===== src/design/deq_pkg.sv =====
`timescale 1ns / 1ps

package deq_pkg;

    localparam int DEPTH_DEF = 64;
    localparam int VALUE_W   = 32;
    localparam int ENTRY_W   = 7;
    localparam int OP_W      = 3;
    localparam int STATUS_W  = 2;

    localparam logic [OP_W-1:0] OP_PUSH_FRONT = 3'd0;
    localparam logic [OP_W-1:0] OP_PUSH_BACK  = 3'd1;
    localparam logic [OP_W-1:0] OP_POP_FRONT  = 3'd2;
    localparam logic [OP_W-1:0] OP_POP_BACK   = 3'd3;
    localparam logic [OP_W-1:0] OP_WALK       = 3'd4;

    localparam logic [STATUS_W-1:0] STATUS_DONE  = 2'd0;
    localparam logic [STATUS_W-1:0] STATUS_FULL  = 2'd1;
    localparam logic [STATUS_W-1:0] STATUS_EMPTY = 2'd2;

    typedef struct packed {
        logic [OP_W-1:0]           operation;
        logic signed [VALUE_W-1:0] push_value;
    } in_word_t;

    typedef struct packed {
        logic signed [VALUE_W-1:0] element_value;
        logic                      last_of_run;
        logic [ENTRY_W-1:0]        entry_count;
        logic [STATUS_W-1:0]       status;
    } out_word_t;

endpackage


===== src/design/double_ended_queue.sv =====
// double_ended_queue: bounded circular deque of signed 32-bit values in a ring memory
// input channel s_valid/s_ready/s_data carries one operation word: push front, push
// back, pop front, pop back or walk, with the value to push
// result channel m_valid/m_ready/m_data returns words with element value, last flag,
// entry count after the operation and status (done, full, empty)
// push and pop: one result word, registered, valid the cycle after the input word is
// taken; a new operation can be taken every cycle while results drain
// walk: the first element word goes through the memory read register, then the
// result register; after it one word per cycle while the result register is free,
// read from the ring memory, front to back; the input channel stays closed until
// the last element word is loaded; the single read port of the memory sets this rate
// push when full returns status full and stores nothing; pop or walk when empty
// returns one word with status empty; unknown operations return one done word
// reset (aresetn low, synchronous) empties the deque and drops any pending result;
// memory contents are not cleared and need no clearing pass
// when m_ready is low the result register holds its word and the input channel
// closes until the word is taken
`timescale 1ns / 1ps

module double_ended_queue
    import deq_pkg::*;
#(
    parameter int DEPTH = DEPTH_DEF
) (
    input  logic      aclk,
    input  logic      aresetn,
    input  logic      s_valid,
    output logic      s_ready,
    input  in_word_t  s_data,
    output logic      m_valid,
    input  logic      m_ready,
    output out_word_t m_data
);

    localparam int IW = $clog2(DEPTH);
    localparam int CW = $clog2(DEPTH + 1);
    localparam int SW = CW + 1;

    typedef enum logic {
        ST_IDLE,
        ST_WALK
    } state_t;

    state_t          state_reg, state_next;
    logic [CW-1:0]   count_reg, count_next;
    logic [IW-1:0]   front_reg, front_next;
    logic [CW-1:0]   walk_left_reg, walk_left_next;
    logic [IW-1:0]   walk_addr_reg, walk_addr_next;
    logic            m_valid_reg, m_valid_next;
    out_word_t       m_data_reg, m_data_next;

    logic               out_free;
    logic               is_full;
    logic               is_empty;
    logic [IW-1:0]      front_inc;
    logic [IW-1:0]      front_dec;
    logic [SW-1:0]      back_sum;
    logic [IW-1:0]      back_slot;
    logic               wr_en;
    logic [IW-1:0]      wr_addr;
    logic               rd_en;
    logic [IW-1:0]      rd_addr;
    logic [VALUE_W-1:0] rd_data;

    function automatic logic [IW-1:0] slot_inc(input logic [IW-1:0] s);
        return (s == IW'(DEPTH - 1)) ? '0 : s + 1'b1;
    endfunction

    deq_ram #(
        .WIDTH (VALUE_W),
        .DEPTH (DEPTH)
    ) u_store (
        .aclk    (aclk),
        .wr_en   (wr_en),
        .wr_addr (wr_addr),
        .wr_data (s_data.push_value),
        .rd_en   (rd_en),
        .rd_addr (rd_addr),
        .rd_data (rd_data)
    );

    assign out_free  = !m_valid_reg || m_ready;
    assign is_full   = (count_reg == CW'(DEPTH));
    assign is_empty  = (count_reg == '0);
    assign front_inc = slot_inc(front_reg);
    assign front_dec = (front_reg == '0) ? IW'(DEPTH - 1) : front_reg - 1'b1;
    assign back_sum  = SW'(front_reg) + SW'(count_reg);
    assign back_slot = (back_sum >= SW'(DEPTH)) ? IW'(back_sum - SW'(DEPTH)) : IW'(back_sum);

    always_comb begin
        state_next     = state_reg;
        count_next     = count_reg;
        front_next     = front_reg;
        walk_left_next = walk_left_reg;
        walk_addr_next = walk_addr_reg;
        m_valid_next   = m_valid_reg && !m_ready;
        m_data_next    = m_data_reg;
        wr_en          = 1'b0;
        wr_addr        = front_reg;
        rd_en          = 1'b0;
        rd_addr        = walk_addr_reg;
        s_ready        = 1'b0;

        case (state_reg)
            ST_IDLE: begin
                s_ready = out_free;
                if (s_valid && out_free) begin
                    m_valid_next              = 1'b1;
                    m_data_next.element_value = '0;
                    m_data_next.last_of_run   = 1'b1;
                    m_data_next.status        = STATUS_DONE;
                    case (s_data.operation)
                        OP_PUSH_FRONT: begin
                            if (is_full) begin
                                m_data_next.status = STATUS_FULL;
                            end else begin
                                front_next = front_dec;
                                wr_en      = 1'b1;
                                wr_addr    = front_dec;
                                count_next = count_reg + 1'b1;
                            end
                        end
                        OP_PUSH_BACK: begin
                            if (is_full) begin
                                m_data_next.status = STATUS_FULL;
                            end else begin
                                wr_en      = 1'b1;
                                wr_addr    = back_slot;
                                count_next = count_reg + 1'b1;
                            end
                        end
                        OP_POP_FRONT: begin
                            if (is_empty) begin
                                m_data_next.status = STATUS_EMPTY;
                            end else begin
                                front_next = front_inc;
                                count_next = count_reg - 1'b1;
                            end
                        end
                        OP_POP_BACK: begin
                            if (is_empty) begin
                                m_data_next.status = STATUS_EMPTY;
                            end else begin
                                count_next = count_reg - 1'b1;
                            end
                        end
                        OP_WALK: begin
                            if (is_empty) begin
                                m_data_next.status = STATUS_EMPTY;
                            end else begin
                                m_valid_next   = 1'b0;
                                rd_en          = 1'b1;
                                rd_addr        = front_reg;
                                walk_addr_next = front_inc;
                                walk_left_next = count_reg;
                                state_next     = ST_WALK;
                            end
                        end
                        default: ;
                    endcase
                    m_data_next.entry_count = ENTRY_W'(count_next);
                end
            end
            ST_WALK: begin
                if (out_free) begin
                    m_valid_next              = 1'b1;
                    m_data_next.element_value = $signed(rd_data);
                    m_data_next.last_of_run   = (walk_left_reg == CW'(1));
                    m_data_next.entry_count   = ENTRY_W'(count_reg);
                    m_data_next.status        = STATUS_DONE;
                    walk_left_next            = walk_left_reg - 1'b1;
                    if (walk_left_reg == CW'(1)) begin
                        state_next = ST_IDLE;
                    end else begin
                        rd_en          = 1'b1;
                        rd_addr        = walk_addr_reg;
                        walk_addr_next = slot_inc(walk_addr_reg);
                    end
                end
            end
            default: begin
                state_next = ST_IDLE;
            end
        endcase
    end

    always_ff @(posedge aclk) begin
        m_data_reg     <= m_data_next;
        walk_left_reg  <= walk_left_next;
        walk_addr_reg  <= walk_addr_next;
        if (!aresetn) begin
            state_reg   <= ST_IDLE;
            count_reg   <= '0;
            front_reg   <= '0;
            m_valid_reg <= 1'b0;
        end else begin
            state_reg   <= state_next;
            count_reg   <= count_next;
            front_reg   <= front_next;
            m_valid_reg <= m_valid_next;
        end
    end

    assign m_valid = m_valid_reg;
    assign m_data  = m_data_reg;

`ifndef SYNTHESIS
    a_count_bound: assert property (@(posedge aclk) disable iff (!aresetn)
        count_reg <= CW'(DEPTH))
        else $error("entry count above depth");

    a_front_bound: assert property (@(posedge aclk) disable iff (!aresetn)
        SW'(front_reg) < SW'(DEPTH))
        else $error("front index outside ring");

    a_walk_left: assert property (@(posedge aclk) disable iff (!aresetn)
        state_reg == ST_WALK |-> (walk_left_reg != '0) && (walk_left_reg <= count_reg))
        else $error("walk remainder out of range");

    a_walk_frozen: assert property (@(posedge aclk) disable iff (!aresetn)
        state_reg == ST_WALK |=> (count_reg == $past(count_reg))
            && (front_reg == $past(front_reg)))
        else $error("deque changed during walk");

    a_full_count: assert property (@(posedge aclk) disable iff (!aresetn)
        m_valid_reg && (m_data_reg.status == STATUS_FULL)
            |-> m_data_reg.entry_count == ENTRY_W'(DEPTH))
        else $error("full status with count below depth");
`endif

endmodule


===== src/design/deq_ram.sv =====
`timescale 1ns / 1ps

module deq_ram #(
    parameter int WIDTH = 32,
    parameter int DEPTH = 64,
    localparam int AW   = (DEPTH > 1) ? $clog2(DEPTH) : 1
) (
    input  logic             aclk,
    input  logic             wr_en,
    input  logic [AW-1:0]    wr_addr,
    input  logic [WIDTH-1:0] wr_data,
    input  logic             rd_en,
    input  logic [AW-1:0]    rd_addr,
    output logic [WIDTH-1:0] rd_data
);

    logic [WIDTH-1:0] mem [DEPTH];

    always_ff @(posedge aclk) begin
        if (wr_en) begin
            mem[wr_addr] <= wr_data;
        end
        if (rd_en) begin
            rd_data <= mem[rd_addr];
        end
    end

endmodule


===== config.mk =====
export PLATFORM = sky130hd
export DESIGN_NAME = double_ended_queue
export DESIGN_NICKNAME = d
export VERILOG_FILES = /design/src/design/deq_pkg.sv /design/src/design/double_ended_queue.sv /design/src/design/deq_ram.sv
export SDC_FILE = /design/constraint.sdc
export NUM_CORES = 2
export LEC_CHECK = 0
export ABC_AREA = 0
export BUFFER_PORTS_ARGS = -buffer_cell sky130_fd_sc_hd__buf_4
export CAP_MARGIN = 20
export CORE_MARGIN = 2
export CORE_UTILIZATION = 25
export DETAILED_ROUTE_END_ITERATION = 10
export GPL_TIMING_DRIVEN = 0
export SKIP_LAST_GASP = 1
export SLEW_MARGIN = 20
export SYNTH_ARGS = -nofsm -noshare
export SYNTH_HDL_FRONTEND = slang
export SYNTH_SLANG_ARGS = --single-unit
export TNS_END_PERCENT = 100

===== constraint.sdc =====
create_clock -name aclk -period 15.5 [get_ports aclk]
set_input_delay 3.1 -clock aclk [delete_from_list [all_inputs] [get_ports aclk]]
set_output_delay 3.1 -clock aclk [all_outputs]
set_load 0.03 [all_outputs]

* Word-level counts from Yosys, hierarchy flattened
Memory sizes are Yosys's and may differ from the RTL's. A register that Yosys moved wholly into a read port is not among the register bits.
Cells that the tools add are included.
** Cells by class
- Magnitude comparators :: 1
- Bitwise logic cells :: 1
- Eq/ne operators :: 14
- Mux-type cells :: 54
- $add $sub $neg :: 8
- Reduce and logical (&&, ||, !) cells :: 17
** Operators with widths (number)
- $mux W6 :: 16
- $mux W42 :: 2
- $pmux W42 S2 :: 1
- $pmux W6 S2 :: 4
- $mux W7 :: 6
- $pmux W7 S2 :: 2
- $mux W1 :: 18
- $sub A7 B1 Y7 const B :: 2
- $add A6 B1 Y6 const B :: 2
- $eq A6 B6 Y1 const B :: 2
- $sub A6 B1 Y6 const B :: 2
- $add A6 B7 Y8 :: 1
- $ge A8 B7 Y1 const B :: 1
- $ne A2 B2 Y1 const B :: 4
- $reduce_and A4 Y1 :: 2
- $add A7 B1 Y7 const B :: 1
- $eq A7 B1 Y1 const B :: 1
- $eq A7 B7 Y1 const B :: 1
- $logic_not A7 Y1 :: 1
- $eq A3 B2 Y1 const B :: 2
- $logic_not A6 Y1 :: 1
- $pmux W1 S2 :: 3
- $reduce_and A5 Y1 :: 1
- $ne A2 B1 Y1 const B :: 2
- 13 further kinds :: 17
** Storage, ports and cells
- Output and inout bits :: 44
- Memories kept :: 1
- RAM bits :: 2048
- Register bits :: 70
- Input port bits :: 39
- Logic and storage cells :: 106
** Memory list
- u_store.mem :: depth 64, width 32, rd ports 1, clocked after memory_dff 1, write ports 1, line deq_ram.sv:17 : logic [WIDTH-1:0] mem [DEPTH];

* Logic depth before layout (Yosys ltp)
- Word-level depth :: 7
- Gate-level depth with buffers :: 17
- Mapped depth without buffers :: 11

* Modules after synthesis
From an unflattened synthesis, not the netlist that was laid out.
** Unflattened totals
- Cell total of the unflattened synthesis :: 3731
- Area total of the unflattened synthesis :: 82919.5 sq um
** Modules (own cells, without submodules)
- deq_ram :: cells each 3324, instances 1, area each 78835.6 sq um, seq. area each 62459.9 sq um
- double_ended_queue :: cells each 407, instances 1, area each 4083.9 sq um, seq. area each 1951.9 sq um

* Worst setup path after synthesis
OpenSTA, ideal clock, no wires.
- Path type :: input to register
- Start :: input port s_valid
- End :: memory u_store.mem[0][0] (enable)
- Setup time :: 461 ps
- Arrival time :: 6922 ps
- Cell stages on the path :: 10
- Path slack :: 8117 ps
- Path buffers :: 2
- Data required time :: 15039 ps
- Cells stage by stage :: nor2b_1 and2_1 clkbuf_1 buf_2 a41oi_1 o21ai_0 a21oi_1 nand2b_1 or2_2 nor3_1
** Between the ends
- Word-level cells in the longest chain between the ends :: 5
- Elaborated cells on any way between the ends :: 7
- Classes of those cells :: 6 x mux; 1 x reduce/logical
** RTL lines
- from (decl) :: line double_ended_queue.sv:27 : input logic s_valid,
- $logic_and A1 B1 Y1 (*) :: line double_ended_queue.sv:107 : if (s_valid && out_free) begin
- $mux W1 :: line double_ended_queue.sv:107
- $mux W1 :: line double_ended_queue.sv:104 : case (state_reg)
- $mux W1 :: line deq_ram.sv:20 : if (wr_en) begin
- $mux W1 (implied by the code) :: line deq_ram.sv:21 : mem[wr_addr] <= wr_data;
- to (decl) :: line deq_ram.sv:17
Mark *: on every way between the ends. The rest lies on a longest branch, timed or not.

* Worst setup path after layout
- Start :: input port s_valid
- End :: register u_store.rd_data[14], read port of u_store.mem, data pin
** Between the ends
- Word-level cells in the longest chain between the ends :: 3
- Elaborated cells on any way between the ends :: 5
- Classes of those cells :: 4 x mux; 1 x reduce/logical
** RTL lines
- $logic_and A1 B1 Y1 (*) :: line double_ended_queue.sv:107
- $mux W6 or $mux W1 (tied branches) :: line double_ended_queue.sv:107
- $pmux W6 S2 or $pmux W1 S2 (tied branches) :: line double_ended_queue.sv:104
- to (decl) :: line deq_ram.sv:14 : output logic [WIDTH-1:0] rd_data
Marked as above.
A chain may end at the register's enable or synchronous reset.

==> impl_metrics.env <==
export IMPL_floorplan_die_area_mm2=0.352
export IMPL_most_area_consuming_cells_after_synthesis="sky130_fd_sc_hd__edfxtp_1 74%, sky130_fd_sc_hd__a211oi_1 5.1%, sky130_fd_sc_hd__and3_1 4.5%, sky130_fd_sc_hd__mux2i_1 2.4%, sky130_fd_sc_hd__a31o_2 1.7%"
export IMPL_cts_hold_buffers_added=0
export IMPL_worst_ep_required_time_ns=15.98
export IMPL_detailed_place_hpwl_mm=232
export IMPL_final_hold_viol_count=0
export IMPL_finalCritPeriodShare_pct=51.5
export IMPL_grt_pass1_vias=55000
export IMPL_setup_viol=0
export IMPL_clock_insertion_delay_worst_skew_ns=0.89
export IMPL_reg2reg_depth=13
export IMPL_detailedRoute_firstPassIterationCount=7
export IMPL_post_synthesis_to_final_layout_area_growth_pct=19.4
export IMPL_grt_start_max_net_pins=65
export IMPL_gr_max_usage_layer="met2"
export IMPL_endpoint_kind="flop"
export IMPL_detail_route_antenna_nets=0
export IMPL_max_freq_ghz=0.125
export IMPL_use_met3_pct=5.41
export IMPL_yosysUniqueCellTypes=80
export IMPL_ys_warn_count=0
export IMPL_clock_path_buffers=3
export IMPL_wire_length_of_the_first_global_routing_pass_mm=442
export IMPL_total_power_w=0.0123
export IMPL_post_route_cells_drive_above_1_share_pct=16.6
export IMPL_grt_setup_unrepaired="no"
export IMPL_whs_path_depth=1
export IMPL_ys_seq_elements=2150
export IMPL_worst_setup_path_type="input port to flop"
export IMPL_maxCapViolations=0
export IMPL_core_area_mm2=0.346
export IMPL_holdCritPathClass="flop to flop"
export IMPL_ios=83
export IMPL_dominantRegCellSynth="sky130_fd_sc_hd__edfxtp_1"
export IMPL_global_route_usage_met1_pct=22.8
export IMPL_timing_clock_skew_ns=0.0321
export IMPL_finalCoreUtilization_pct=30.0
export IMPL_num_nets_final=6171
export IMPL_detailedRoute_firstIterationViolations=9910
export IMPL_setup_total_negative_slack_ns=0
export IMPL_largest_voltage_drop_on_the_vdd_net_mv=0.0900
export IMPL_grtUsageMet2_pct=27.4
export IMPL_post_cts_resize_count=0
export IMPL_cts_htree_levels=4
export IMPL_drc=0
export IMPL_synth_sequential_area_ratio_pct=74.3
export IMPL_clock_tree_from_tritoncts="done"
export IMPL_grt_antenna_before_repair=40
export IMPL_worstSetupStartpoint="s_valid"
export IMPL_maximum_net_fanout_on_the_critical_path=10
export IMPL_cts_repair_timing_setup_buffer_count=0
export IMPL_number_of_enable_flip_flop_cells_after_synthesis=2135
export IMPL_die_height_um=593
export IMPL_synth_top_cell_by_area="sky130_fd_sc_hd__edfxtp_1"
export IMPL_detail_route_wirelength_mm=326
export IMPL_tritoncts_buffers=214
export IMPL_row_count=216
export IMPL_postSynthAreaPerCell_um2=15.5
export IMPL_cp_arrival_ns=8.46
export IMPL_power_density_mw_per_mm2=119
export IMPL_cts_sink_count=2150
export IMPL_largest_register_ffs=2048
export IMPL_maxSlewHeadroom_pct=13.5
export IMPL_outcome="complete, no violations"
export IMPL_post_synth_inst_count=5592
export IMPL_finalCriticalPeriod_ns=7.98
export IMPL_cts_reportedPaths_clkPinSlew_ns=0.06
export IMPL_postSynth_asyncResetShare_pct=0
export IMPL_clock_tree_root_cell="sky130_fd_sc_hd__clkbuf_16"
export IMPL_crit_reg2reg_launch="count_reg[1]"
export IMPL_grtUsageTotal_pct=17.9
export IMPL_num_vias=58500
export IMPL_netlist_area_leader_share_pct=73.9
export IMPL_floorplan_initialDensity_pct=25.1
export IMPL_wire_length_per_cell_after_detailed_routing_um=29.9
export IMPL_hold_path_startpoint="u_store.rd_data[6]"
export IMPL_place_congestion=0.932
export IMPL_cellLeakagePower_nw=33.8
export IMPL_timing_critical_path_from_type="input port"
export IMPL_numPortBuffers=81
export IMPL_combined_area_of_all_synthesized_cells_mm2=0.0867
export IMPL_viasPerCell=5.37
export IMPL_maxSlewViolCount=0
export IMPL_die_width_um=593
export IMPL_grt_ovfl_total=0
export IMPL_synth_net_count=5646
export IMPL_worst_slew_pin_slew_ns=1.30
-- report_power, final --
part	total [W]	internal (W)	switching, W
Combinational	0.000649	0.000156	0.000493
Clock	0.00520	0.00291	0.00229
Sequential	0.00643	0.00642	0.0000124
Total	0.0123	0.00949	0.00279
-- layout by cell type, fill, tap and decap left out, drive strengths merged, types with 21 or more instances in the layout --
master and instances:
a2111oi 23, buf 481, nand3 159, mux2i 213, bufinv 21, nor2 99, clkinv 95, clkbuf 559
o22ai 36, a221oi 34, nor3 43, inv 23, nor4 37, edfxtp 2135, a221o 54, and3 618
a31o 167, a21oi 75, and2 38, a211oi 600, or4 116, o21ai 185, nand2 229
-- cells by family (layout without fill, tap and decap cells) --
kind of cell | count (synthesis) | in the layout | synth area share, %
other cells | 0 | 20 | 0
xor+xnor | 18 | 18 | 0.182
buf+inv | 482 | 1191 | 2.42
mux | 220 | 220 | 2.55
flops | 2150 | 2150 | 74.3
fa+ha+maj | 15 | 15 | 0.225
simple gates | 1415 | 1415 | 9.28
compound gates | 1292 | 1292 | 11.1
-- path summary, 6_finish.rpt --
kind / to / slack, ns
max: u_store.rd_data[14] / 7.52
min reg2reg: m_data[16] / 0.54
max reg2reg: u_store.rd_data[14] / 8.94
min: m_data[16] / 0.54
-- critical path: stages --
cell and delay (ns):
sky130_fd_sc_hd__buf_4 0.10, sky130_fd_sc_hd__nor2b_1 0.27, sky130_fd_sc_hd__and2_1 0.17, sky130_fd_sc_hd__clkbuf_1 0.29, sky130_fd_sc_hd__nand2_4 0.18, sky130_fd_sc_hd__mux2i_1 0.25
sky130_fd_sc_hd__clkbuf_1 0.95, sky130_fd_sc_hd__clkbuf_1 0.83, sky130_fd_sc_hd__clkbuf_1 0.61, sky130_fd_sc_hd__a31o_2 0.30, sky130_fd_sc_hd__nor4_1 0.06, sky130_fd_sc_hd__nor4_1 0.82
sky130_fd_sc_hd__o2111ai_1 0.50
-- cell usage after synthesis, types with 7 or more instances --
| cell type | instances |
|---|---|
| sky130_fd_sc_hd__o21ai_0 | 178 |
| sky130_fd_sc_hd__or4_1 | 116 |
| sky130_fd_sc_hd__buf_1 | 32 |
| sky130_fd_sc_hd__mux2i_1 | 212 |
| sky130_fd_sc_hd__buf_4 | 16 |
| sky130_fd_sc_hd__a211oi_1 | 594 |
| sky130_fd_sc_hd__a22oi_1 | 15 |
| sky130_fd_sc_hd__nand2b_1 | 13 |
| sky130_fd_sc_hd__inv_1 | 14 |
| sky130_fd_sc_hd__o32a_1 | 9 |
| sky130_fd_sc_hd__and4_1 | 10 |
| sky130_fd_sc_hd__dfxtp_1 | 15 |
| sky130_fd_sc_hd__nor4_1 | 37 |
| sky130_fd_sc_hd__buf_2 | 113 |
| sky130_fd_sc_hd__nor2_1 | 97 |
| sky130_fd_sc_hd__xnor2_1 | 11 |
| sky130_fd_sc_hd__and3_1 | 618 |
| sky130_fd_sc_hd__clkbuf_1 | 294 |
| sky130_fd_sc_hd__xor2_1 | 7 |
| sky130_fd_sc_hd__nor3_1 | 42 |
| sky130_fd_sc_hd__a22o_1 | 9 |
| sky130_fd_sc_hd__buf_6 | 12 |
| sky130_fd_sc_hd__edfxtp_1 | 2135 |
| sky130_fd_sc_hd__nand4_1 | 20 |
| sky130_fd_sc_hd__nand2_1 | 227 |
| sky130_fd_sc_hd__ha_1 | 14 |
| sky130_fd_sc_hd__and2_1 | 38 |
| sky130_fd_sc_hd__mux2_2 | 7 |
| sky130_fd_sc_hd__a31o_2 | 166 |
| sky130_fd_sc_hd__nor2b_1 | 7 |
| sky130_fd_sc_hd__nand3_1 | 158 |
| sky130_fd_sc_hd__nand4b_1 | 10 |
| sky130_fd_sc_hd__a21oi_1 | 75 |
| sky130_fd_sc_hd__a2111oi_0 | 23 |
| sky130_fd_sc_hd__a221o_1 | 54 |
| sky130_fd_sc_hd__a221oi_1 | 34 |
| sky130_fd_sc_hd__o22ai_1 | 36 |
| sky130_fd_sc_hd__a2111o_1 | 19 |
| sky130_fd_sc_hd__a31oi_1 | 13 |
-- through the flow --
step	cell area, um2	setup slack, ns	hold slack [ns]	std cells
5_1_grt	104000	7.73	0.549	10900
6_report	104000	7.52	0.536	10900
3_5_place_dp	96600	6.89	0.519	10500
2_1_floorplan	86700	8.12	0.484	5592
4_1_cts	103000	7.80	0.538	10900
3_3_place_gp	93100	3.70	0.518	10300
-- layer usage --
metal / up-vias / wire (um)
li1: 23800 / -
met1: 29600 / 121000
met2: 4208 / 143000
met3: 786 / 42300
met4: 38 / 18800
met5: - / 312
-- final cells by class --
| type | count | area [um2] |
|---|---|---|
| clock buffers | 264 | 5590 |
| clock inverters | 136 | 1350 |
| repair buffers | 309 | 3600 |
| plain buffers | 467 | 2060 |
| inverters | 15 | 56.3 |
| well taps | 4578 | 5730 |
| diodes | 20 | 50.0 |
| multi-input cells | 2960 | 20700 |
| flip-flops and latches | 2150 | 64400 |
| fillers | 33900 | 242000 |
No activity file was read; power rests on OpenSTA's default activity.
